<file path="config.mk">
export PLATFORM = sky130hd
export DESIGN_NAME = fir2d_queue
export DESIGN_NICKNAME = d
export VERILOG_FILES = /design/src/sv/fir2d_pkg.sv /design/src/sv/fir2d_queue.sv
export SDC_FILE = /design/constraint.sdc
export NUM_CORES = 1
export LEC_CHECK = 0
export BUFFER_PORTS_ARGS = -buffer_cell sky130_fd_sc_hd__buf_2
export CAP_MARGIN = 5
export CORE_MARGIN = 4
export CORE_UTILIZATION = 43
export DETAILED_ROUTE_END_ITERATION = 8
export PLACE_DENSITY = 0.68
export SLEW_MARGIN = 5
export SYNTH_ARGS = -nofsm -noshare
export SYNTH_HDL_FRONTEND = slang
export SYNTH_SLANG_ARGS = --single-unit
</file>
<file path="constraint.sdc">
create_clock -name clk_i -period 1.3 [get_ports clk_i]
set_input_delay 0.065 -clock clk_i [delete_from_list [all_inputs] [get_ports clk_i]]
set_output_delay 0.065 -clock clk_i [all_outputs]
set_load 0.01 [all_outputs]
</file>
<file path="src/sv/fir2d_pkg.sv">
// Shared constants and types for the two-direction FIR filter.
package fir2d_pkg;

  localparam int unsigned SAMPLE_W      = 32;
  localparam int unsigned COEF_W        = 18;
  localparam int unsigned NUM_COEF      = 6;
  localparam int unsigned COEF_IDX_W    = $clog2(NUM_COEF);
  localparam int unsigned TAP_CNT_W     = 3;
  localparam int unsigned CFG_IDX_W     = 3;
  localparam int unsigned CFG_DATA_W    = 18;
  localparam int unsigned MAX_TAPS_DEF  = 6;
  localparam int unsigned COEF_FRAC_DEF = 14;
  localparam int unsigned QUEUE_DEPTH   = 2;
  localparam int unsigned PROD_W        = SAMPLE_W + COEF_W;
  localparam int unsigned ACC_W         = PROD_W + $clog2(NUM_COEF);

  localparam logic [COEF_W-1:0]   COEF0_RESET = COEF_W'(16384);
  localparam logic [SAMPLE_W-1:0] SAMPLE_MAX  = {1'b0, {(SAMPLE_W-1){1'b1}}};
  localparam logic [SAMPLE_W-1:0] SAMPLE_MIN  = {1'b1, {(SAMPLE_W-1){1'b0}}};

  typedef enum logic [CFG_IDX_W-1:0] {
    REG_TAP_COUNT,
    REG_DIRECTION,
    REG_COEF_0,
    REG_COEF_1,
    REG_COEF_2,
    REG_COEF_3,
    REG_COEF_4,
    REG_COEF_5
  } cfg_reg_e;

  typedef enum logic [1:0] {
    JOB_PASS,
    JOB_PAST,
    JOB_FUTURE
  } job_kind_e;

  typedef struct packed {
    job_kind_e kind;
    logic      drain;    // emit positions pos down to 0
    logic      blk_end;
  } job_ctl_t;

endpackage

</file>
<file path="src/sv/fir2d_queue.sv">
// Short job queue between the front end and the filter engine.
module fir2d_queue import fir2d_pkg::*; #(
  parameter int unsigned DATA_W = 8,
  parameter int unsigned DEPTH  = QUEUE_DEPTH
) (
  input  logic              clk_i,
  input  logic              rst_ni,
  input  logic              push_i,
  input  logic [DATA_W-1:0] data_i,
  input  logic              pop_i,
  output logic [DATA_W-1:0] data_o,
  output logic              full_o,
  output logic              empty_o
);

  localparam int unsigned PTR_W = (DEPTH > 1) ? $clog2(DEPTH) : 1;
  localparam int unsigned CNT_W = $clog2(DEPTH + 1);

  logic [DATA_W-1:0] entry_q [DEPTH];
  logic [PTR_W-1:0]  wr_ptr_q, wr_ptr_d, rd_ptr_q, rd_ptr_d;
  logic [CNT_W-1:0]  count_q, count_d;
  logic              do_push, do_pop;

  assign full_o  = (32'(count_q) == DEPTH);
  assign empty_o = (count_q == '0);
  assign do_push = push_i && !full_o;
  assign do_pop  = pop_i && !empty_o;
  assign data_o  = entry_q[rd_ptr_q];

  always_comb begin
    wr_ptr_d = wr_ptr_q;
    rd_ptr_d = rd_ptr_q;
    count_d  = count_q;
    if (do_push) begin
      wr_ptr_d = (32'(wr_ptr_q) == DEPTH - 1) ? '0 : wr_ptr_q + 1'b1;
    end
    if (do_pop) begin
      rd_ptr_d = (32'(rd_ptr_q) == DEPTH - 1) ? '0 : rd_ptr_q + 1'b1;
    end
    if (do_push && !do_pop) begin
      count_d = count_q + 1'b1;
    end else if (do_pop && !do_push) begin
      count_d = count_q - 1'b1;
    end
  end

  always_ff @(posedge clk_i or negedge rst_ni) begin
    if (!rst_ni) begin
      wr_ptr_q <= '0;
      rd_ptr_q <= '0;
      count_q  <= '0;
    end else begin
      wr_ptr_q <= wr_ptr_d;
      rd_ptr_q <= rd_ptr_d;
      count_q  <= count_d;
    end
  end

  always_ff @(posedge clk_i) begin
    if (do_push) begin
      entry_q[wr_ptr_q] <= data_i;
    end
  end

endmodule

</file>
==> results of run 1 <==
[through the flow]
| step | cell area [um^2] | hold WS [ns] | setup TNS [ns] | power (W) | utilization (%) |
|---|---|---|---|---|---|
| floorplan | 800 | -0.231 | -0.000793 | 0.00153 | - |
| global placement | 991 | -0.121 | 0 | 0.00188 | 57.4 |
| detailed placement | 991 | -0.119 | -0.0620 | 0.00190 | 57.4 |
| CTS | 1270 | 0.0871 | -0.446 | 0.00269 | 73.4 |
| global route | 1310 | 0.100 | -1.15 | 0.00296 | 75.7 |
| finish | 1310 | 0.0999 | -0.403 | 0.00279 | 75.7 |
[cell type report]
class | count | area (um^2)
fill | 113 | 419
tap | 25 | 31.3
sequential | 20 | 582
multi-input combinational | 21 | 253
clock inverter | 1 | 3.75
inverter | 2 | 7.51
clock buffer | 3 | 22.5
timing repair buffer | 46 | 408
[how the worst max path moves through the flow]
stage / from / to / depth (start not counted)
6_report: rd_ptr_q / data_o[6] / 3
3_3_place_gp: count_q[1] / count_q[1] / 5
3_5_place_dp: count_q[0] / count_q[1] / 7
5_1_grt: rd_ptr_q / data_o[1] / 3
2_1_floorplan: count_q[0] / count_q[1] / 7
4_1_cts: rd_ptr_q / data_o[6] / 3
[power by group through the flow]
stage	combinational (W)	clock (W)	sequential (W)
3_5_place_dp	0.000844	0	0.00105
2_1_floorplan	0.000541	0	0.000988
5_1_grt	0.00159	0.000331	0.00103
4_1_cts	0.00139	0.000297	0.00101
3_3_place_gp	0.000834	0	0.00104
6_report	0.00149	0.000280	0.00102
[layer usage]
layer	global-route usage (%)	wire, um	vias to the layer above	share of wire, %
met4	6.73	14	0	0.94
met5	0	0	-	0
met3	2.67	66	2	4.4
met2	25.4	854	16	57
met1	12.0	559	253	37
li1	-	-	256	-
[critical path, cell delays in order (launching register included)]
cell and delay, ns:
dfrtp_2 0.44, buf_12 0.14, mux2_4 0.30, buf_6 0.12
[registers in the layout, indices dropped and copies added, names as in the netlist]
signal,count
count_q,2
entry_q,16
rd_ptr_q,1
wr_ptr_q,1
[cell usage after synthesis (all sizes together)]
library cell	number
ha	1
xor2	2
o21ai	1
nand2b	1
edfxtp	16
nor2	3
inv	2
xnor2	3
buf	1
and3	1
nand2	1
dfrtp	4
mux2	8
[layout by cell type, fill, tap and decap left out, types with 2 or more instances in the layout]
cell / n
xnor2_1: 2
buf_4: 7
dlygate4sd3_1: 9
nor2_1: 2
dfrtp_1: 3
buf_2: 13
mux2_2: 2
xor2_1: 2
edfxtp_1: 16
mux2_4: 6
buf_6: 16
clkbuf_4: 3
inv_2: 2
[cells by family (layout without fill, tap and decap cells)]
family          count (synthesis)  count (layout)  share of synthesized area (%)
compound gates                  1               1                          0.639
xor+xnor                        5               5                           6.56
fa+ha+maj                       1               1                           1.60
buf+inv                         3              52                           1.60
flops                          20              20                           74.2
mux                             8               8                           11.5
simple gates                    6               6                           3.84
[timing repair]
action | in CTS | in global routing
hold endpoints to repair | 20 | 0
hold buffers | 9 | 0
gates cloned | 0 | 0
setup endpoints to repair | 9 | 27
pin swaps | 4 | 3
buffers inserted | 7 | 2
resized for setup | 21 | 9
==> impl_metrics.yaml, run 1 <==
finish:
  drive_above_1_share_pct: 62.4
  antenna_cells: 0
  final_cell_count_no_fill: 118
  syn_to_final_growth_pct: 67.2
  nets: 107
sta:
  period_minus_slack_ns: 1.35
  setup_viol: 9
  clock.fmax_mhz: 739
  max_slew.worst_pin.slew_ns: 0.214
  rsz0062_at_grt: "yes"
  fin_skew_ns: 0.00136
  finalWorstSetupSlack_ns: -0.0529
  slew_viol_final: 0
  hold_viol: 0
  slew_headroom_pct: 85.7
  timing.final.crit_share_pct: 104
placement:
  pre_cts_slack_ns: -0.0620
  dp.cells: 97
  dp_hpwl_um: 942
  io_buffers: 21
  finalWeightedCongestion: 0.664
power_and_ir_drop:
  power_switching_w: 0.000830
  pwr-share-seq_pct: 36.5
  comb_power_share_pct: 53.4
  internal_power_w: 0.00196
  irDropWorstVdd_mv: 1.30
  leakage_nw: 0.565
  switching_share_pct: 29.8
  p_per_area_nw_per_um2: 2130
  power_frac_clock_pct: 10.0
status:
  status: "finished with violations"
  violations: "negative setup slack"
clocking:
  clk_pin_slew_worst_paths_ns: 0.10
  cts_tree: "done"
  cts_root_buf: "clkbuf_4"
  htreeDepth: 1
  cts_buffers: 3
  worstSkewPairLatency_ns: 0.29
  cts_sinks: 20
  cts_buffer_depth: 2
synth:
  synth.avg_cell_area_um2: 17.8
  syn_inst: 44
  synth.net_count: 57
  netlist_area_um2: 782
  synth_seq_cells: 20
  yosysSeqAreaShare_pct: 74.2
  synth.top_cell.area_share_pct: 61.4
  synth.area.top_cells: "edfxtp_1 (61%), dfrtp_1 (13%), mux2_1 (8.6%)"
  synth_top_area_cell: "edfxtp_1"
  synth_cell_types: 15
  ys_warn_count: 0
drt:
  first_iter_violations: 2
  drc: 0
  viasPerCell: 4.47
  drt-total-wl_um: 1500
  firstDrtPassIters: 2
  final_antenna_net_count: 0
  vias: 527
  wl_per_cell_um: 12.7
global_route:
  grt_pass1_wl_um: 2380
  antenna_found_initial: 0
  grt_max_degree: 12
  overflow: 0
  grt_usage_pct: 12.9
  grt_pass1_vias: 601
setup_path:
  reg2reg_depth: 7
  crit_fanout: 5
  required_ns: 1.24
  cp.arrival_ns: 1.29
  rrSetupSlack_ns: -0.03
  cp-start-kind: "register"
  worstSetupEndpointType: "output pin"
  crit_type: "reg -> out"
  r2r-end: "count_q[1]"
  r2r_start: "count_q[0]"
floorplanning:
  fp.coreArea_um2: 1730
  die-area_um2: 2560
  ios: 22
  die_y_um: 50.6
  die_x_um: 50.6
  fp-row-count: 15
  initial_core_util_pct: 45.3
hold_path:
  hold_path.class: "in -> async"
run:
  drv_cap: 0
Power figures use the tool's default switching activity.
==> run 2, diff against run 1 <==
--- a/config.mk
+++ b/config.mk
@@ -8,9 +8,9 @@
 export BUFFER_PORTS_ARGS = -buffer_cell sky130_fd_sc_hd__buf_2
 export CAP_MARGIN = 5
 export CORE_MARGIN = 4
-export CORE_UTILIZATION = 43
+export CORE_UTILIZATION = 40
 export DETAILED_ROUTE_END_ITERATION = 8
-export PLACE_DENSITY = 0.68
+export PLACE_DENSITY = 0.62
 export SLEW_MARGIN = 5
 export SYNTH_ARGS = -nofsm -noshare
 export SYNTH_HDL_FRONTEND = slang
==> constraint.sdc (replaced) <==
create_clock -name clk_i -period 1.6 [get_ports clk_i]
set_input_delay 0.08 -clock clk_i [delete_from_list [all_inputs] [get_ports clk_i]]
set_output_delay 0.08 -clock clk_i [all_outputs]
set_load 0.01 [all_outputs]
==> impl_metrics.yaml, run 2 (same netlist as run 1, synthesis figures left out) <==
sta:
  fin_tns_setup_ns: 0
  fin_skew_ns: 0.00386
  rsz0062_at_grt: "no"
  timing.final.crit_share_pct: 92.2
  period_minus_slack_ns: 1.48
  slew_headroom_pct: 73.8
  max_slew.worst_pin.slew_ns: 0.393
  slew_viol_final: 0
  clock.fmax_mhz: 678
  finalHoldWorstSlack_ns: 0.0833
  setup_viol: 0
  hold_viol: 0
floorplanning:
  initial_core_util_pct: 43.9
  die_y_um: 52.2
  fp-row-count: 15
  fp.coreArea_um2: 1780
  die-area_um2: 2730
  ios: 22
  die_x_um: 52.2
global_route:
  grt_pass1_vias: 484
  overflow: 0
  grt_max_degree: 12
  antenna_found_initial: 0
  grt_usage_pct: 10.1
  grt_pass1_wl_um: 2010
clocking:
  clk_pin_slew_worst_paths_ns: 0.10
  cts_sinks: 20
  worstSkewPairLatency_ns: 0.28
  cts_buffer_depth: 2
  cts_tree: "done"
  htreeDepth: 1
  cts_root_buf: "clkbuf_4"
  post-cts-setup-buffers: 0
  cts_buffers: 3
drt:
  viasPerCell: 4.42
  drt-total-wl_um: 1210
  first_iter_violations: 1
  vias: 460
  wl_per_cell_um: 11.6
  firstDrtPassIters: 2
  drc: 0
  final_antenna_net_count: 0
finish:
  largest_reg_flops: 16
  regArea_um2: 582
  fillers: 150
  nets: 93
  reg_top3: "entry_q x16, count_q x2"
  final_area_um2: 1050
  multiInputGateArea_um2: 189
  layout_commonest_cell: "buf_2"
  layout_common_cells: "buf_2 (21), edfxtp_1 (16), dlygate4sd3_1 (9)"
  drive_above_1_share_pct: 39.2
  syn_to_final_growth_pct: 33.8
  top_register: "entry_q"
  antenna_cells: 0
run:
  drv_cap: 0
setup_path:
  reg2reg_depth: 6
  r2r-end: "count_q[1]"
  required_ns: 1.52
  crit_type: "reg -> out"
  worstSetupEndpointType: "output pin"
  rrSetupSlack_ns: 0.14
  cp.arrival_ns: 1.40
  r2r_start: "count_q[0]"
  cp-start-kind: "register"
  crit_fanout: 9
power_and_ir_drop:
  irDropWorstVdd_mv: 0.773
  power_w: 0.00163
  leakage_nw: 0.437
  p_per_area_nw_per_um2: 1560
hold_path:
  hold_path.class: "in -> reg"
  hold_path_depth: 3
  hold_end: "wr_ptr_q"
  min_from: "push_i"
placement:
  io_buffers: 21
  place_area_um2: 928
  dp_hpwl_um: 902
  finalWeightedCongestion: 0.673
status:
  status: "finished, final reports clean"
[run 2: cell types whose count changed in the layout (fill, tap and decap cells not counted), moves of 2 or more]
cell | previous run | this run
inv_2 | 2 | 0
inv_1 | 0 | 2
mux2_4 | 6 | 0
buf_4 | 7 | 2
buf_6 | 16 | 0
mux2_1 | 0 | 6
buf_2 | 13 | 21
[run 2: timing repair]
| item | in CTS | in global routing |
|---|---|---|
| hold buffers | 9 | 0 |
| gates resized for setup | 0 | 1 |
| hold endpoints to repair | 20 | 0 |
| endpoints found under the setup margin | 0 | 1 |
[run 2: worst max-delay path by stage]
stage          startpoint            end  slack (ns)
5_1_grt        count_q[0]     count_q[1]        0.01
3_3_place_gp   count_q[0]     count_q[1]        0.19
2_1_floorplan  count_q[0]  entry_q[0][0]        0.21
4_1_cts          rd_ptr_q      data_o[7]        0.09
3_5_place_dp   count_q[0]     count_q[1]        0.14
6_report         rd_ptr_q      data_o[7]        0.12
[run 2: report_power, final]
group          internal [W]  total, W  leakage [nW]  switching, W
sequential         0.000730  0.000843         0.194      0.000113
combinational      0.000302  0.000566         0.227      0.000264
clock             0.0000904  0.000226        0.0154      0.000135
total               0.00112   0.00163         0.437      0.000513
[run 2: worst max-delay path: stages (launching register included)]
cell,delay (ns)
dfrtp_1,0.59
mux2_2,0.38
buf_2,0.14
[run 2: final cells by class]
| class | count | share of cell area, % |
|---|---|---|
| Multi-Input combinational cell | 21 | 18.1 |
| Clock buffer | 3 | 2.15 |
| Clock inverter | 1 | 0.359 |
| Sequential cell | 20 | 55.6 |
| Timing Repair Buffer | 32 | 20.1 |
| Tap cell | 25 | 2.99 |
| Inverter | 2 | 0.718 |
[run 2: through the flow]
stage | setup slack [ns] | util [%] | std cells
floorplan | 0.208 | - | 44
global placement | 0.189 | 52.1 | 91
detailed placement | 0.137 | 52.1 | 91
CTS | 0.0917 | 58.6 | 104
global route | 0.0149 | 58.7 | 104
finish | 0.124 | 58.7 | 104
[run 2: layer usage]
metal / GRT usage, % / vias to the layer above / wire length, um / share of wire (%)
met2: 19.0 / 10 / 646 / 53
met1: 11.6 / 222 / 509 / 42
li1: - / 228 / - / -
met5: 0 / - / 0 / 0
met4: 1.28 / 0 / 0 / 0
met3: 2.56 / 0 / 54 / 4.5
==> run 3, diff against run 2 <==
--- a/config.mk
+++ b/config.mk
@@ -10,6 +10,7 @@
 export CORE_MARGIN = 4
 export CORE_UTILIZATION = 40
 export DETAILED_ROUTE_END_ITERATION = 8
+export GPL_TIMING_DRIVEN = 0
 export PLACE_DENSITY = 0.62
 export SLEW_MARGIN = 5
 export SYNTH_ARGS = -nofsm -noshare
==> impl_metrics.yaml, run 3 (same netlist as run 1, synthesis figures left out) <==
status:
  status: "finished, final reports clean"
power_and_ir_drop:
  power_frac_clock_pct: 14.1
  comb_power_share_pct: 37.8
  power_switching_w: 0.000518
  irDropWorstVdd_mv: 0.994
  p_per_area_nw_per_um2: 1580
  internal_power_w: 0.00113
  pwr-share-seq_pct: 48.1
  leakage_nw: 0.434
  switching_share_pct: 31.3
  power_w: 0.00165
floorplanning:
  initial_core_util_pct: 43.9
  fp-row-count: 15
  die_y_um: 52.2
  ios: 22
  die-area_um2: 2730
  fp.coreArea_um2: 1780
  die_x_um: 52.2
drt:
  vias: 452
  first_iter_violations: 8
  final_antenna_net_count: 0
  wl_per_cell_um: 11.5
  met3_length_um: 64
  wl_met1_um: 481
  drc: 0
  viasPerCell: 4.35
  drt-total-wl_um: 1200
  firstDrtPassIters: 2
  top_layer: "met3"
  dr_wl_met2_um: 652
clocking:
  cts_root_buf: "clkbuf_4"
  worstSkewPairLatency_ns: 0.29
  clk_pin_slew_worst_paths_ns: 0.10
  cts_buffers: 3
  cts_tree: "done"
  cts_sinks: 20
  cts_buffer_depth: 2
  htreeDepth: 1
placement:
  dp_hpwl_um: 822
  finalWeightedCongestion: 0.698
  io_buffers: 21
finish:
  reg_top3: "entry_q x16, count_q x2"
  largest_reg_flops: 16
  drive_above_1_share_pct: 40.5
  syn_to_final_growth_pct: 33.8
  antenna_cells: 0
  fillers: 148
  regArea_um2: 582
  top_register: "entry_q"
  multiInputGateArea_um2: 191
  final_core_util_pct: 58.7
  nets: 93
  layout_common_cells: "buf_2 (22), edfxtp_1 (16), dlygate4sd3_1 (9)"
  layout_commonest_cell: "buf_2"
setup_path:
  crit_start: "count_q[0]"
  r2r-end: "count_q[1]"
  crit_path_cell_trace: "nand2b_1 -> nand2_2 -> inv_1 -> ha_1 -> nor2_1 -> xor2_1"
  cp.arrival_ns: 1.66
  crit_fanout: 4
  r2r_start: "count_q[0]"
  cp-start-kind: "register"
  worstSetupEndpointType: "register"
  critPathBufInv: 1
  required_ns: 1.82
  rrSetupSlack_ns: 0.15
  reg2reg_depth: 6
  crit_type: "reg -> reg"
  cp_slowest_stage_delay_ns: 0.43
  cp_top_family: "simple AND/OR/NAND/NOR gates"
  cp_slowest_cell: "dfrtp_2"
  cp.depth: 6
sta:
  clock.fmax_mhz: 691
  period_minus_slack_ns: 1.45
  max_slew.worst_pin.slew_ns: 0.413
  timing.final.crit_share_pct: 90.5
  rsz0062_at_grt: "no"
  setup_viol: 0
  slew_headroom_pct: 72.5
  fin_skew_ns: 0.00657
  slew_viol_final: 0
  hold_viol: 0
hold_path:
  min_from: "push_i"
  hold_end: "wr_ptr_q"
  hold_path_depth: 3
  hold_path.class: "in -> reg"
global_route:
  overflow: 0
  grt_max_degree: 12
  grt_pass1_vias: 461
  grt_pass1_wl_um: 1900
  antenna_found_initial: 0
  grt_usage_pct: 9.85
run:
  drv_cap: 0
-- run 3: cell types whose count changed in the layout (fill, tap and decap cells not counted), sizes merged --
| cell | previous run | this run |
|---|---|---|
| clkinv | 1 | 0 |
| clkbuf | 3 | 4 |
-- run 3: cell type report --
| type | count | share of cell area (%) |
|---|---|---|
| buffer | 1 | 0.478 |
| inverter | 2 | 0.718 |
| tap | 25 | 2.99 |
| multi-input combinational | 21 | 18.3 |
| clock buffer | 4 | 2.51 |
| sequential | 20 | 55.6 |
| timing repair buffer | 31 | 19.4 |
-- run 3: per-stage QoR --
stage	hold WS [ns]	area, um^2	std cells	setup TNS (ns)	setup WS (ns)
detailed placement	-0.109	918	90	-0.222	-0.0279
global route	0.0791	1050	104	0	0.0120
CTS	0.0795	1040	103	0	0.0893
floorplan	-0.216	782	44	0	0.208
finish	0.0874	1050	104	0	0.153
global placement	-0.106	918	90	-0.406	-0.0510
-- run 3: worst max-delay path by stage --
stage                          endpoint  slack [ns]
after global routing         count_q[1]        0.01
after detailed placement  entry_q[0][4]       -0.03
after floorplan           entry_q[0][0]        0.21
after global placement    entry_q[0][2]       -0.05
final                        count_q[1]        0.15
after CTS                    count_q[1]        0.09
-- run 3: timing repair --
action	4_1_cts	5_1_grt
resized for setup	1	1
endpoints found under the hold margin	20	0
setup buffers	0	1
hold buffers	9	0
endpoints found under the setup margin	8	1
-- run 3: power by group through the flow --
stage                     clock [W]  combinational [W]  sequential (W)
final                      0.000233           0.000625        0.000794
after global routing       0.000264           0.000691        0.000811
after CTS                  0.000245           0.000617        0.000801
after detailed placement          0           0.000588        0.000811
after global placement            0           0.000589        0.000805
after floorplan                   0           0.000411        0.000793
-- run 3: per-layer routing --
| metal | up-vias | global-route usage (%) |
|---|---|---|
| li1 | 226 | - |
| met1 | 216 | 12.2 |
| met2 | 10 | 15.7 |
| met3 | 0 | 2.56 |
| met4 | 0 | 5.11 |
| met5 | - | 0 |
-- run 3: worst reg2reg max path, cell delays in order (launching register included) --
cell	delay [ns]
dfrtp_2	0.43
nand2b_1	0.18
nand2_2	0.12
inv_1	0.05
ha_1	0.30
nor2_1	0.14
xor2_1	0.15
