==> src/sv/fir2d_pkg.sv <==
// Shared constants and types for the two-direction FIR filter.
package fir2d_pkg;

  localparam int unsigned SAMPLE_W      = 32;
  localparam int unsigned COEF_W        = 18;
  localparam int unsigned NUM_COEF      = 6;
  localparam int unsigned COEF_IDX_W    = $clog2(NUM_COEF);
  localparam int unsigned TAP_CNT_W     = 3;
  localparam int unsigned CFG_IDX_W     = 3;
  localparam int unsigned CFG_DATA_W    = 18;
  localparam int unsigned MAX_TAPS_DEF  = 6;
  localparam int unsigned COEF_FRAC_DEF = 14;
  localparam int unsigned QUEUE_DEPTH   = 2;
  localparam int unsigned PROD_W        = SAMPLE_W + COEF_W;
  localparam int unsigned ACC_W         = PROD_W + $clog2(NUM_COEF);

  localparam logic [COEF_W-1:0]   COEF0_RESET = COEF_W'(16384);
  localparam logic [SAMPLE_W-1:0] SAMPLE_MAX  = {1'b0, {(SAMPLE_W-1){1'b1}}};
  localparam logic [SAMPLE_W-1:0] SAMPLE_MIN  = {1'b1, {(SAMPLE_W-1){1'b0}}};

  typedef enum logic [CFG_IDX_W-1:0] {
    REG_TAP_COUNT,
    REG_DIRECTION,
    REG_COEF_0,
    REG_COEF_1,
    REG_COEF_2,
    REG_COEF_3,
    REG_COEF_4,
    REG_COEF_5
  } cfg_reg_e;

  typedef enum logic [1:0] {
    JOB_PASS,
    JOB_PAST,
    JOB_FUTURE
  } job_kind_e;

  typedef struct packed {
    job_kind_e kind;
    logic      drain;    // emit positions pos down to 0
    logic      blk_end;
  } job_ctl_t;

endpackage

==> src/sv/fir2d_front.sv <==
// Front end: accepts samples, keeps block history and classifies the work per sample.
module fir2d_front import fir2d_pkg::*; #(
  parameter int unsigned MAX_TAPS = MAX_TAPS_DEF
) (
  input  logic                                  clk_i,
  input  logic                                  rst_ni,
  input  logic [$clog2(MAX_TAPS+1)-1:0]         taps_i,
  input  logic                                  direction_i,
  input  logic                                  in_valid_i,
  output logic                                  in_ready_o,
  input  logic [SAMPLE_W-1:0]                   sample_i,
  input  logic                                  blk_end_i,
  input  logic                                  q_full_i,
  output logic                                  push_o,
  output logic [MAX_TAPS-1:0][SAMPLE_W-1:0]     job_hist_o,
  output logic [((MAX_TAPS>1)?$clog2(MAX_TAPS):1)-1:0] job_pos_o,
  output job_ctl_t                              job_ctl_o
);

  localparam int unsigned HIST_IDX_W = (MAX_TAPS > 1) ? $clog2(MAX_TAPS) : 1;
  localparam int unsigned FILL_W     = $clog2(MAX_TAPS + 1);

  logic [MAX_TAPS-1:0][SAMPLE_W-1:0] hist_q, hist_d, hist_shift;
  logic [FILL_W-1:0]                 fill_q, fill_d, fill_inc, fill_min;
  logic                              in_xfer;
  logic                              push_en;

  assign in_ready_o = !q_full_i;
  assign in_xfer    = in_valid_i && in_ready_o;
  assign push_o     = in_xfer && push_en;

  always_comb begin
    hist_shift[0] = sample_i;
    for (int i = 1; i < MAX_TAPS; i++) begin
      hist_shift[i] = hist_q[i-1];
    end
  end

  assign fill_inc   = (32'(fill_q) < MAX_TAPS) ? fill_q + 1'b1 : fill_q;
  assign fill_min   = (fill_inc < taps_i) ? fill_inc : taps_i;
  assign job_hist_o = hist_shift;

  always_comb begin
    push_en           = 1'b0;
    job_pos_o         = '0;
    job_ctl_o.kind    = JOB_PASS;
    job_ctl_o.drain   = 1'b0;
    job_ctl_o.blk_end = blk_end_i;
    priority if (taps_i == '0) begin
      push_en = 1'b1;
    end else if (!direction_i) begin
      job_ctl_o.kind = JOB_PAST;
      push_en        = 1'b1;
    end else if (!blk_end_i) begin
      job_ctl_o.kind = JOB_FUTURE;
      job_pos_o      = HIST_IDX_W'(taps_i - 1'b1);
      push_en        = (fill_inc >= taps_i);
    end else begin
      job_ctl_o.kind  = JOB_FUTURE;
      job_ctl_o.drain = 1'b1;
      job_pos_o       = HIST_IDX_W'(fill_min - 1'b1);
      push_en         = 1'b1;
    end
  end

  always_comb begin
    hist_d = hist_q;
    fill_d = fill_q;
    if (in_xfer) begin
      hist_d = blk_end_i ? '0 : hist_shift;
      fill_d = blk_end_i ? '0 : fill_inc;
    end
  end

  always_ff @(posedge clk_i or negedge rst_ni) begin
    if (!rst_ni) begin
      hist_q <= '0;
      fill_q <= '0;
    end else begin
      hist_q <= hist_d;
      fill_q <= fill_d;
    end
  end

endmodule

==> config.mk <==
export PLATFORM = sky130hd
export DESIGN_NAME = fir2d_front
export DESIGN_NICKNAME = d
export VERILOG_FILES = /design/src/sv/fir2d_pkg.sv /design/src/sv/fir2d_front.sv
export SDC_FILE = /design/constraint.sdc
export NUM_CORES = 1
export LEC_CHECK = 0
export BUFFER_PORTS_ARGS = -buffer_cell sky130_fd_sc_hd__buf_2
export CAP_MARGIN = 10
export CORE_MARGIN = 5
export CORE_UTILIZATION = 55
export CTS_CLUSTER_DIAMETER = 60
export DETAILED_ROUTE_END_ITERATION = 12
export PLACE_DENSITY = 0.86
export SYNTH_ARGS = -nofsm -noshare
export SYNTH_HDL_FRONTEND = slang
export SYNTH_SLANG_ARGS = --single-unit
==> constraint.sdc <==
create_clock -name clk_i -period 3.96 [get_ports clk_i]
set_input_delay 0 -clock clk_i [delete_from_list [all_inputs] [get_ports clk_i]]
set_output_delay 0 -clock clk_i [all_outputs]
set_load 0.01 [all_outputs]
==> results of run 1 <==
kinds of logic after synthesis:
family / share of synthesized area (%)
adder cells (fa/ha/maj): 0.8450
buffers and inverters: 8.535
AND/OR/NAND/NOR: 23.02
XOR/XNOR: 0.1183
flip-flops: 55.10
multiplexers: 0.1352
AO/OA/AOI/OAI: 12.25
cell usage in the layout, fill, tap and decap left out, types with 2 or more instances in the layout:
master,instances
clkbuf_16,17
clkbuf_8,3
o21ai_1,135
nor2_1,2
clkinv_4,2
nand2b_1,162
o21ai_0,26
nand2_1,163
clkinv_2,3
nor3_1,4
dfrtp_1,163
buf_2,239
buf_4,3
a21boi_0,2
dlygate4sd3_1,33
a21oi_1,2
inv_1,5
clkinvlp_4,3
ha_1,5
a22o_1,3
o21a_1,2
bufinv_16,3
power by group:
part | total [mW] | leakage [nW] | switching [mW] | internal (mW)
Clock | 1.71 | 0.298 | 0.664 | 1.04
Sequential | 1.86 | 2.23 | 0.0905 | 1.77
Combinational | 0.578 | 2.06 | 0.339 | 0.239
final timing paths:
check,end,slack (ps),cells past startpoint
max,job_pos_o[2],1150,11
min,job_hist_o[38],100,3
max reg2reg,fill_q[1],2740,3
min reg2reg,job_hist_o[176],470,2
max in group asynchronous,job_hist_o[174],2500,3
min in group asynchronous,job_hist_o[37],280,2
registers in the layout, summed over array words and instances (netlist names):
register,flops
fill_q,3
job_hist_o,160
worst min-delay path, stage by stage:
cell and delay [ps]:
buf_4 280, nand2b_1 150, o21ai_1 50
stage by stage:
stage	hold slack, ps	setup slack [ps]
2_1_floorplan	-295.6	1792
3_3_place_gp	200.6	1704
3_5_place_dp	202.7	1589
4_1_cts	93.39	1136
5_1_grt	128.4	909.1
6_report	100.6	1151
routing by layer:
| metal | GRT usage, % | routed length [um] | vias to the layer above |
|---|---|---|---|
| met1 | 29.74 | 7561 | 2636 |
| met4 | 8.202 | 468 | 0 |
| met2 | 36.37 | 8790 | 170 |
| li1 | - | - | 2881 |
| met5 | 0 | 0 | - |
| met3 | 6.393 | 943 | 36 |
area by class of cell:
cell class | count | area (um^2) | area share [%]
well taps | 176 | 220.2 | 2.387
clock inverters | 12 | 153.9 | 1.668
inverters | 6 | 22.52 | 0.2442
clock buffers | 20 | 466.7 | 5.060
multi-input cells | 518 | 2701 | 29.29
repair buffers | 277 | 1580 | 17.13
flip-flops and latches | 163 | 4079 | 44.22
==> impl_metrics.tcl, run 1 <==
set metrics [dict create \
    fillers 1025 \
    netlist_top_cells_area "dfrtp_1 (55%), nand2b_1 (14%), o21ai_1 (9.1%), nand2_1 (8.3%), buf_4 (3.3%)" \
    ys_seq_area_share_pct 55.10 \
    viasPerCell 4.883 \
    power_density_mw_per_mm2 449.7 \
    grt_start_max_net_pins 183 \
    clk_latency_ps 420 \
    drv_cap 0 \
    finalSetupTns_ps 0 \
    cts.clk_slew.worst_paths_ps 60 \
    skew_ps 7.569 \
    placed_cell_area_mm2 0.008273 \
    synth_edf_count 0 \
    grt-ovfl-total 0 \
    grt_pass1_vias 5472 \
    p_total_mw 4.148 \
    initial_core_util_pct 55.91 \
    finalCriticalPeriod_ps 2810 \
    final_cells 1172 \
    worstPathRequired_ps 3960 \
    post_cts_buffers 0 \
    synth.avg_cell_area_um2 9.577 \
    finalInstanceArea_mm2 0.009224 \
    cts_hold_buf 33 \
    die_area_mm2 0.01588 \
    synth_top_area_share_pct 55.10 \
    slew_violations 0 \
    netlist_area_mm2 0.007403 \
    path_buf_inv 1 \
    ant_nets 0 \
    endpoint_kind "primary output" \
    rows 42 \
    final_hold_viol_count 0 \
    finalCritPeriodShare_pct 70.95 \
    relSlewSlack_pct 25.92 \
    nNetsFinal 1029 \
    min-delay-start "blk_end_i" \
    yosys_most_used_dff "dfrtp_1" \
    ys_ff_latch 163 \
    ctsResizeCount 0 \
    cts_buffers 17 \
    rsz0062_at_grt "no" \
    crit_fanout 4 \
    fmax_ghz 0.3559 \
    crit_path_top_delay_cell "dfrtp_1" \
    synth_top_area_cell "dfrtp_1" \
    synth_nets 819 \
    wl_per_cell_um 15.16 \
    path_class "reg -> out" \
    vias 5723 \
    fp.dieW_um 126.0 \
    drtIter0Drc 502 \
    drcViolationCount 0 \
    cp_common_cell "ha_1" \
    r2r-start "fill_q[0]" \
    routed_wl_mm 17.76 \
    dp_cells 1107 \
    cts_buffer_depth 2 \
    insertedDiodeCount 0 \
    crit_path_cell_trace "ha_1, nand2b_1, ha_1, nor2b_1, o21ai_2, a21boi_0, a31oi_1, ha_1, nor3_1, nor3_1, buf_2" \
    syn_to_final_growth_pct 24.59 \
    cts_tree "done" \
    crit_family "adder cells" \
    grt_pass1_wl_mm 28.91 \
    cp.arrival_ps 2810 \
    dieHeight_um 126.0 \
    status "finished clean" \
    p_leak_nw 4.582 \
    antenna_found_initial 0 \
    gp_congestion 0.8129 \
    final_util_pct 69.65 \
    startpoint "fill_q[0]" \
    async_reset_ff_share_pct 100.0 \
    cts.sink_count 163 \
    synth_warnings 0 \
    start_kind "flip-flop" \
    num_io_pins 242 \
    peakVddDrop_v 0.0002511 \
    setup_viol 0 \
    cts_max_level 4 \
    grt.total_usage_pct 22.69 \
    synthTopCellsByCount "dfrtp_1 (163), nand2_1 (163), nand2b_1 (162)" \
    dr.pass1.iters 4 \
    slowest_delay_ps 420 \
    drive_above_1_share_pct 28.21 \
    clockRootBuffer "clkbuf_16" \
    synth_cells 773 \
    min_path_type "in -> reg" \
    synth_cell_types 32 \
    core_area_mm2 0.01324 \
    hpwl_mm 11.61 \
    portBuffers 241 \
    tightest_slew_ps 1111 \
]
Note: power is estimated with default switching activity, not from simulation.
==> run 2, diff against run 1 <==
--- a/config.mk
+++ b/config.mk
@@ -8,10 +8,10 @@
 export BUFFER_PORTS_ARGS = -buffer_cell sky130_fd_sc_hd__buf_2
 export CAP_MARGIN = 10
 export CORE_MARGIN = 5
-export CORE_UTILIZATION = 55
+export CORE_UTILIZATION = 51
 export CTS_CLUSTER_DIAMETER = 60
 export DETAILED_ROUTE_END_ITERATION = 12
-export PLACE_DENSITY = 0.86
+export PLACE_DENSITY = 0.8
 export SYNTH_ARGS = -nofsm -noshare
 export SYNTH_HDL_FRONTEND = slang
 export SYNTH_SLANG_ARGS = --single-unit
==> constraint.sdc (replaced) <==
create_clock -name clk_i -period 2.8 [get_ports clk_i]
set_input_delay 0 -clock clk_i [delete_from_list [all_inputs] [get_ports clk_i]]
set_output_delay 0 -clock clk_i [all_outputs]
set_load 0.01 [all_outputs]
==> run 2 against run 1 <==
Via count decreased by 0.58%. Hold slack improved by 62 ps. Register-to-register slack got worse by 1100 ps. Clock skew shrank 1.1 ps. Critical path depth unchanged. Non-clock buffer count rose by 6. Cell count grew 1.3%. Sequential power is 42% higher. Critical path type unchanged. Largest cell class unchanged.
==> impl_metrics.tcl, run 2 (synthesis gave the netlist of run 1 again) <==
set metrics [dict create \
    status "finished clean" \
    grt_start_max_net_pins 142 \
    cts.clk_slew.worst_paths_ps 60 \
    min_path_type "in -> async" \
    tightest_slew_ps 769.0 \
    vias 5690 \
    endpoint_kind "primary output" \
    initial_core_util_pct 51.52 \
    viasPerCell 4.794 \
    cp.arrival_ps 2790 \
    routed_wl_mm 17.97 \
    clockRootBuffer "clkbuf_16" \
    skew_ps 6.485 \
    finalCritPeriodShare_pct 99.73 \
    grt-ovfl-total 0 \
    fin_ws_ps 7.573 \
    r2r-end "fill_q[1]" \
    cts.sink_count 163 \
    crit_path_cell_trace "ha_1, nand2b_4, ha_4, nor2b_2, o21ai_2, nand2_1, mux2i_1, ha_2, o21a_1, nor3_2, buf_2" \
    drtIter0Drc 330 \
    largest_reg_flops 160 \
    dieHeight_um 130.5 \
    r2r-start "fill_q[0]" \
    layout_commonest_cell "buf_2" \
    start_kind "flip-flop" \
    finalCriticalPeriod_ps 2792 \
    crit_path_top_delay_cell "dfrtp_1" \
    seqCellArea_mm2 0.004079 \
    cts_tree "done" \
    wl_per_cell_um 15.14 \
    gp_congestion 0.7978 \
    place_ws_ps 408.6 \
    core_area_mm2 0.01437 \
    antenna_found_initial 0 \
    reg2regPathDepth 3 \
    clk_latency_ps 420 \
    crit_fanout 4 \
    cts_max_level 4 \
    finalInstanceArea_mm2 0.009358 \
    final_hold_viol_count 0 \
    relSlewSlack_pct 48.73 \
    grt_pass1_wl_mm 28.35 \
    fp.dieW_um 130.5 \
    die_area_mm2 0.01703 \
    p_leak_nw 4.637 \
    setup_viol 0 \
    path_class "reg -> out" \
    slowest_delay_ps 410 \
    placed_cell_area_mm2 0.008333 \
    multi_input_area_mm2 0.002748 \
    portBuffers 241 \
    num_io_pins 242 \
    fillers 1177 \
    drive_above_1_share_pct 29.24 \
    slew_violations 0 \
    final_util_pct 65.13 \
    grt_pass1_vias 5348 \
    p_total_mw 5.974 \
    drv_cap 0 \
    reg2reg_slack_ps 1600 \
    cts_buffers 17 \
    power_density_mw_per_mm2 638.4 \
    worstPathRequired_ps 2800 \
    rows 44 \
    cts_buffer_depth 2 \
    fmax_ghz 0.3581 \
    finalSetupTns_ps 0 \
    drcViolationCount 0 \
    nNetsFinal 1035 \
    syn_to_final_growth_pct 26.40 \
    dr.pass1.iters 5 \
    grt.total_usage_pct 21.04 \
    peakVddDrop_v 0.0004051 \
    hpwl_mm 11.92 \
    ant_nets 0 \
    layout_common_cells "buf_2 (239), nand2_1 (163), dfrtp_1 (163), nand2b_1 (161), o21ai_1 (135)" \
]
-- run 2: cell types whose count changed in the layout (fill, tap and decap cells not counted), moves of 2 or more --
cell,previous run,this run
nor3_2,0,2
clkbuf_1,0,2
nor3_1,4,2
buf_4,3,8
clkinv_4,2,0
ha_1,5,3
-- run 2: per-layer routing --
| metal | part of all wire, % | global-route usage [%] |
|---|---|---|
| met1 | 44 | 29.10 |
| met2 | 49 | 33.41 |
| met3 | 5.6 | 4.959 |
| met4 | 1.4 | 6.110 |
| met5 | 0 | 0 |
-- run 2: final cells by class --
cell class / instances / area share [%]
Clock inverter: 9 / 1.604
Antenna cell: 1 / 0.02674
Clock buffer: 23 / 5.215
Timing Repair Buffer: 283 / 17.50
Inverter: 6 / 0.2407
Multi-Input combinational cell: 518 / 29.36
Tap cell: 184 / 2.460
Sequential cell: 163 / 43.59
-- run 2: where the power goes --
group,internal (mW),switching (mW)
logic,0.365,0.496
clock network,1.58,0.890
registers,2.51,0.130
total,4.46,1.52
-- run 2: metrics by stage --
step | instances | hold WS, ps
2_1_floorplan | 773 | -295.6
3_3_place_gp | 1120 | 55.53
3_5_place_dp | 1120 | 58.22
4_1_cts | 1185 | 180.5
5_1_grt | 1186 | 213.4
6_report | 1187 | 162.6
-- run 2: how the worst max path moves through the flow --
stage          startpoint            to  slack [ps]
2_1_floorplan   fill_q[0]  job_pos_o[2]         630
6_report        fill_q[0]  job_pos_o[2]           8
3_3_place_gp    fill_q[0]  job_pos_o[2]         550
4_1_cts         fill_q[0]  job_pos_o[2]          20
3_5_place_dp    fill_q[0]  job_pos_o[2]         410
5_1_grt         fill_q[0]  job_pos_o[2]        -110
-- run 2: critical path: cells and delay by family, from the launching register on --
family                   cells  cell delay, ps
AO/OA/AOI/OAI                2             340
adder cells (fa/ha/maj)      3             720
buffers and inverters        1             170
flip-flops                   1             410
multiplexers                 1             130
AND/OR/NAND/NOR              4             600
-- run 2: timing repair --
action | in CTS | in global routing
resized for setup | 1 | 9
gates cloned | 0 | 0
hold endpoints to repair | 101 | 0
buffers inserted | 0 | 1
hold buffers | 33 | 0
pin swaps | 0 | 2
setup endpoints to repair | 1 | 2
==> run 3, diff against run 2 <==
--- a/config.mk
+++ b/config.mk
@@ -7,11 +7,14 @@
 export LEC_CHECK = 0
 export BUFFER_PORTS_ARGS = -buffer_cell sky130_fd_sc_hd__buf_2
 export CAP_MARGIN = 10
+export CELL_PAD_IN_SITES_DETAIL_PLACEMENT = 1
+export CELL_PAD_IN_SITES_GLOBAL_PLACEMENT = 2
 export CORE_MARGIN = 5
-export CORE_UTILIZATION = 51
+export CORE_UTILIZATION = 30
 export CTS_CLUSTER_DIAMETER = 60
 export DETAILED_ROUTE_END_ITERATION = 12
-export PLACE_DENSITY = 0.8
+export PLACE_DENSITY_LB_ADDON = 0.1
+export SKIP_LAST_GASP = 1
 export SYNTH_ARGS = -nofsm -noshare
 export SYNTH_HDL_FRONTEND = slang
 export SYNTH_SLANG_ARGS = --single-unit
==> run 3 against run 2 <==
Cell count up 12%. Non-clock buffer count grew 1. Hold slack worse by 97 ps. Global-route usage is 6.3 points lower. Die area is 64% higher. Sequential power is essentially flat. Power is 3.0% lower. Clock skew is 3.1 ps higher. Wire length is 15% higher. Clock power decreased by 8.1%. Worst setup slack better by 130 ps.
==> impl_metrics.tcl, run 3 (synthesis gave the netlist of run 1 again) <==
set metrics [dict create \
    start_kind "flip-flop" \
    reg2regPathDepth 4 \
    cp.arrival_ps 2660 \
    nNetsFinal 1036 \
    core_area_mm2 0.02432 \
    cts.sink_count 163 \
    clockRootBuffer "clkbuf_16" \
    layout_commonest_cell "buf_2" \
    reg2reg_slack_ps 1610 \
    drtIter0Drc 359 \
    layout_common_cells "buf_2 (239), dfrtp_1 (163), nand2_1 (162), nand2b_1 (161), o21ai_1 (135)" \
    r2r-end "fill_q[2]" \
    peakVddDrop_v 0.0003356 \
    r2r-start "fill_q[1]" \
    grt_pass1_vias 5835 \
    slew_violations 0 \
    viasPerCell 4.168 \
    routed_wl_mm 20.66 \
    vias 5531 \
    cts_max_level 4 \
    cts_buffer_depth 2 \
    initial_core_util_pct 30.44 \
    hold_slack_ps 65.49 \
    grt_pass1_wl_mm 33.51 \
    fp.dieW_um 167.1 \
    cts.clk_slew.worst_paths_ps 70 \
    grt-ovfl-total 0 \
    final_hold_viol_count 0 \
    dieHeight_um 167.1 \
    min_path_type "in -> async" \
    grt_start_max_net_pins 165 \
    power_density_mw_per_mm2 609.6 \
    relSlewSlack_pct 60.72 \
    setup_viol 0 \
    syn_to_final_growth_pct 28.41 \
    worstPathRequired_ps 2800 \
    skew_ps 9.548 \
    final_util_pct 39.09 \
    largest_reg_flops 160 \
    num_io_pins 242 \
    gp_congestion 0.7497 \
    clk_latency_ps 420 \
    drv_cap 0 \
    path_class "reg -> out" \
    antenna_found_initial 0 \
    insertedDiodeCount 0 \
    cts_buffers 17 \
    p_leak_nw 4.618 \
    fmax_ghz 0.3754 \
    fillers 2857 \
    endpoint_kind "primary output" \
    die_area_mm2 0.02792 \
    portBuffers 241 \
    drcViolationCount 0 \
    finalCriticalPeriod_ps 2664 \
    finalCritPeriodShare_pct 95.13 \
    cts_tree "done" \
    drive_above_1_share_pct 29.31 \
    crit_fanout 4 \
    wl_per_cell_um 15.57 \
    rows 57 \
    grt.total_usage_pct 14.77 \
    status "finished clean" \
    dr.pass1.iters 4 \
    tightest_slew_ps 589.2 \
    ant_nets 0 \
    hpwl_mm 13.89 \
]
## run 3: worst max-delay path by stage
stage,from,endpoint,slack (ps),cells past startpoint
after floorplan,fill_q[0],job_pos_o[2],630,10
after global placement,fill_q[0],job_pos_o[2],460,11
after detailed placement,fill_q[0],job_pos_o[2],430,11
after CTS,fill_q[1],job_pos_o[2],2,11
after global routing,fill_q[1],job_pos_o[2],-20,11
final,fill_q[1],job_pos_o[2],140,11
## run 3: through the flow
step / power [mW] / setup WS, ps / std cells / cell area, um^2 / setup TNS (ps)
after detailed placement: 3.513 / 431.6 / 1259 / 8526 / 0
after global placement: 3.500 / 460.3 / 1259 / 8526 / 0
after CTS: 5.881 / 2.180 / 1326 / 9449 / 0
after floorplan: 3.148 / 632.0 / 773 / 7403 / 0
after global routing: 6.132 / -15.35 / 1327 / 9507 / -15.35
final: 5.795 / 136.4 / 1327 / 9507 / 0
## run 3: worst max-delay path, cell delays in order (launching register included)
cell and delay, ps:
dfrtp_1 420, ha_1 290, nand2b_4 160, ha_4 240
nor2b_1 130, o21ai_2 170, buf_4 150, a31oi_1 80
ha_2 200, o21a_1 100, nor3_1 150, buf_2 160
## run 3: cell type report
| cell class | instances | area, um^2 | area share [%] |
|---|---|---|---|
| tap | 324 | 405.4 | 4.264 |
| clock buffer | 19 | 442.9 | 4.659 |
| inverter | 6 | 22.52 | 0.2369 |
| sequential | 163 | 4079 | 42.91 |
| clock inverter | 13 | 127.6 | 1.342 |
| multi-input combinational | 518 | 2759 | 29.02 |
| timing repair buffer | 284 | 1670 | 17.57 |
## run 3: per-layer routing
metal	share of wire [%]	GRT usage (%)	vias up	wire length, um
met5	0	0	-	0
met4	1.7	4.696	0	353
met3	5.0	3.607	19	1039
met2	44	21.70	150	8993
met1	50	21.50	2473	10270
li1	-	-	2889	-
## run 3: power breakdown
part / switching (mW) / internal (mW) / total, mW
combinational: 0.510 / 0.376 / 0.886
clock: 1.01 / 1.26 / 2.27
sequential: 0.128 / 2.51 / 2.63
total: 1.65 / 4.14 / 5.80
## run 3: what timing repair did
item / 4_1_cts / 5_1_grt
hold endpoints to repair: 115 / 0
cloned: 0 / 0
gates resized for setup: 3 / 7
buffers inserted: 2 / 1
pin swaps: 1 / 6
hold buffers: 33 / 0
setup endpoints to repair: 1 / 2
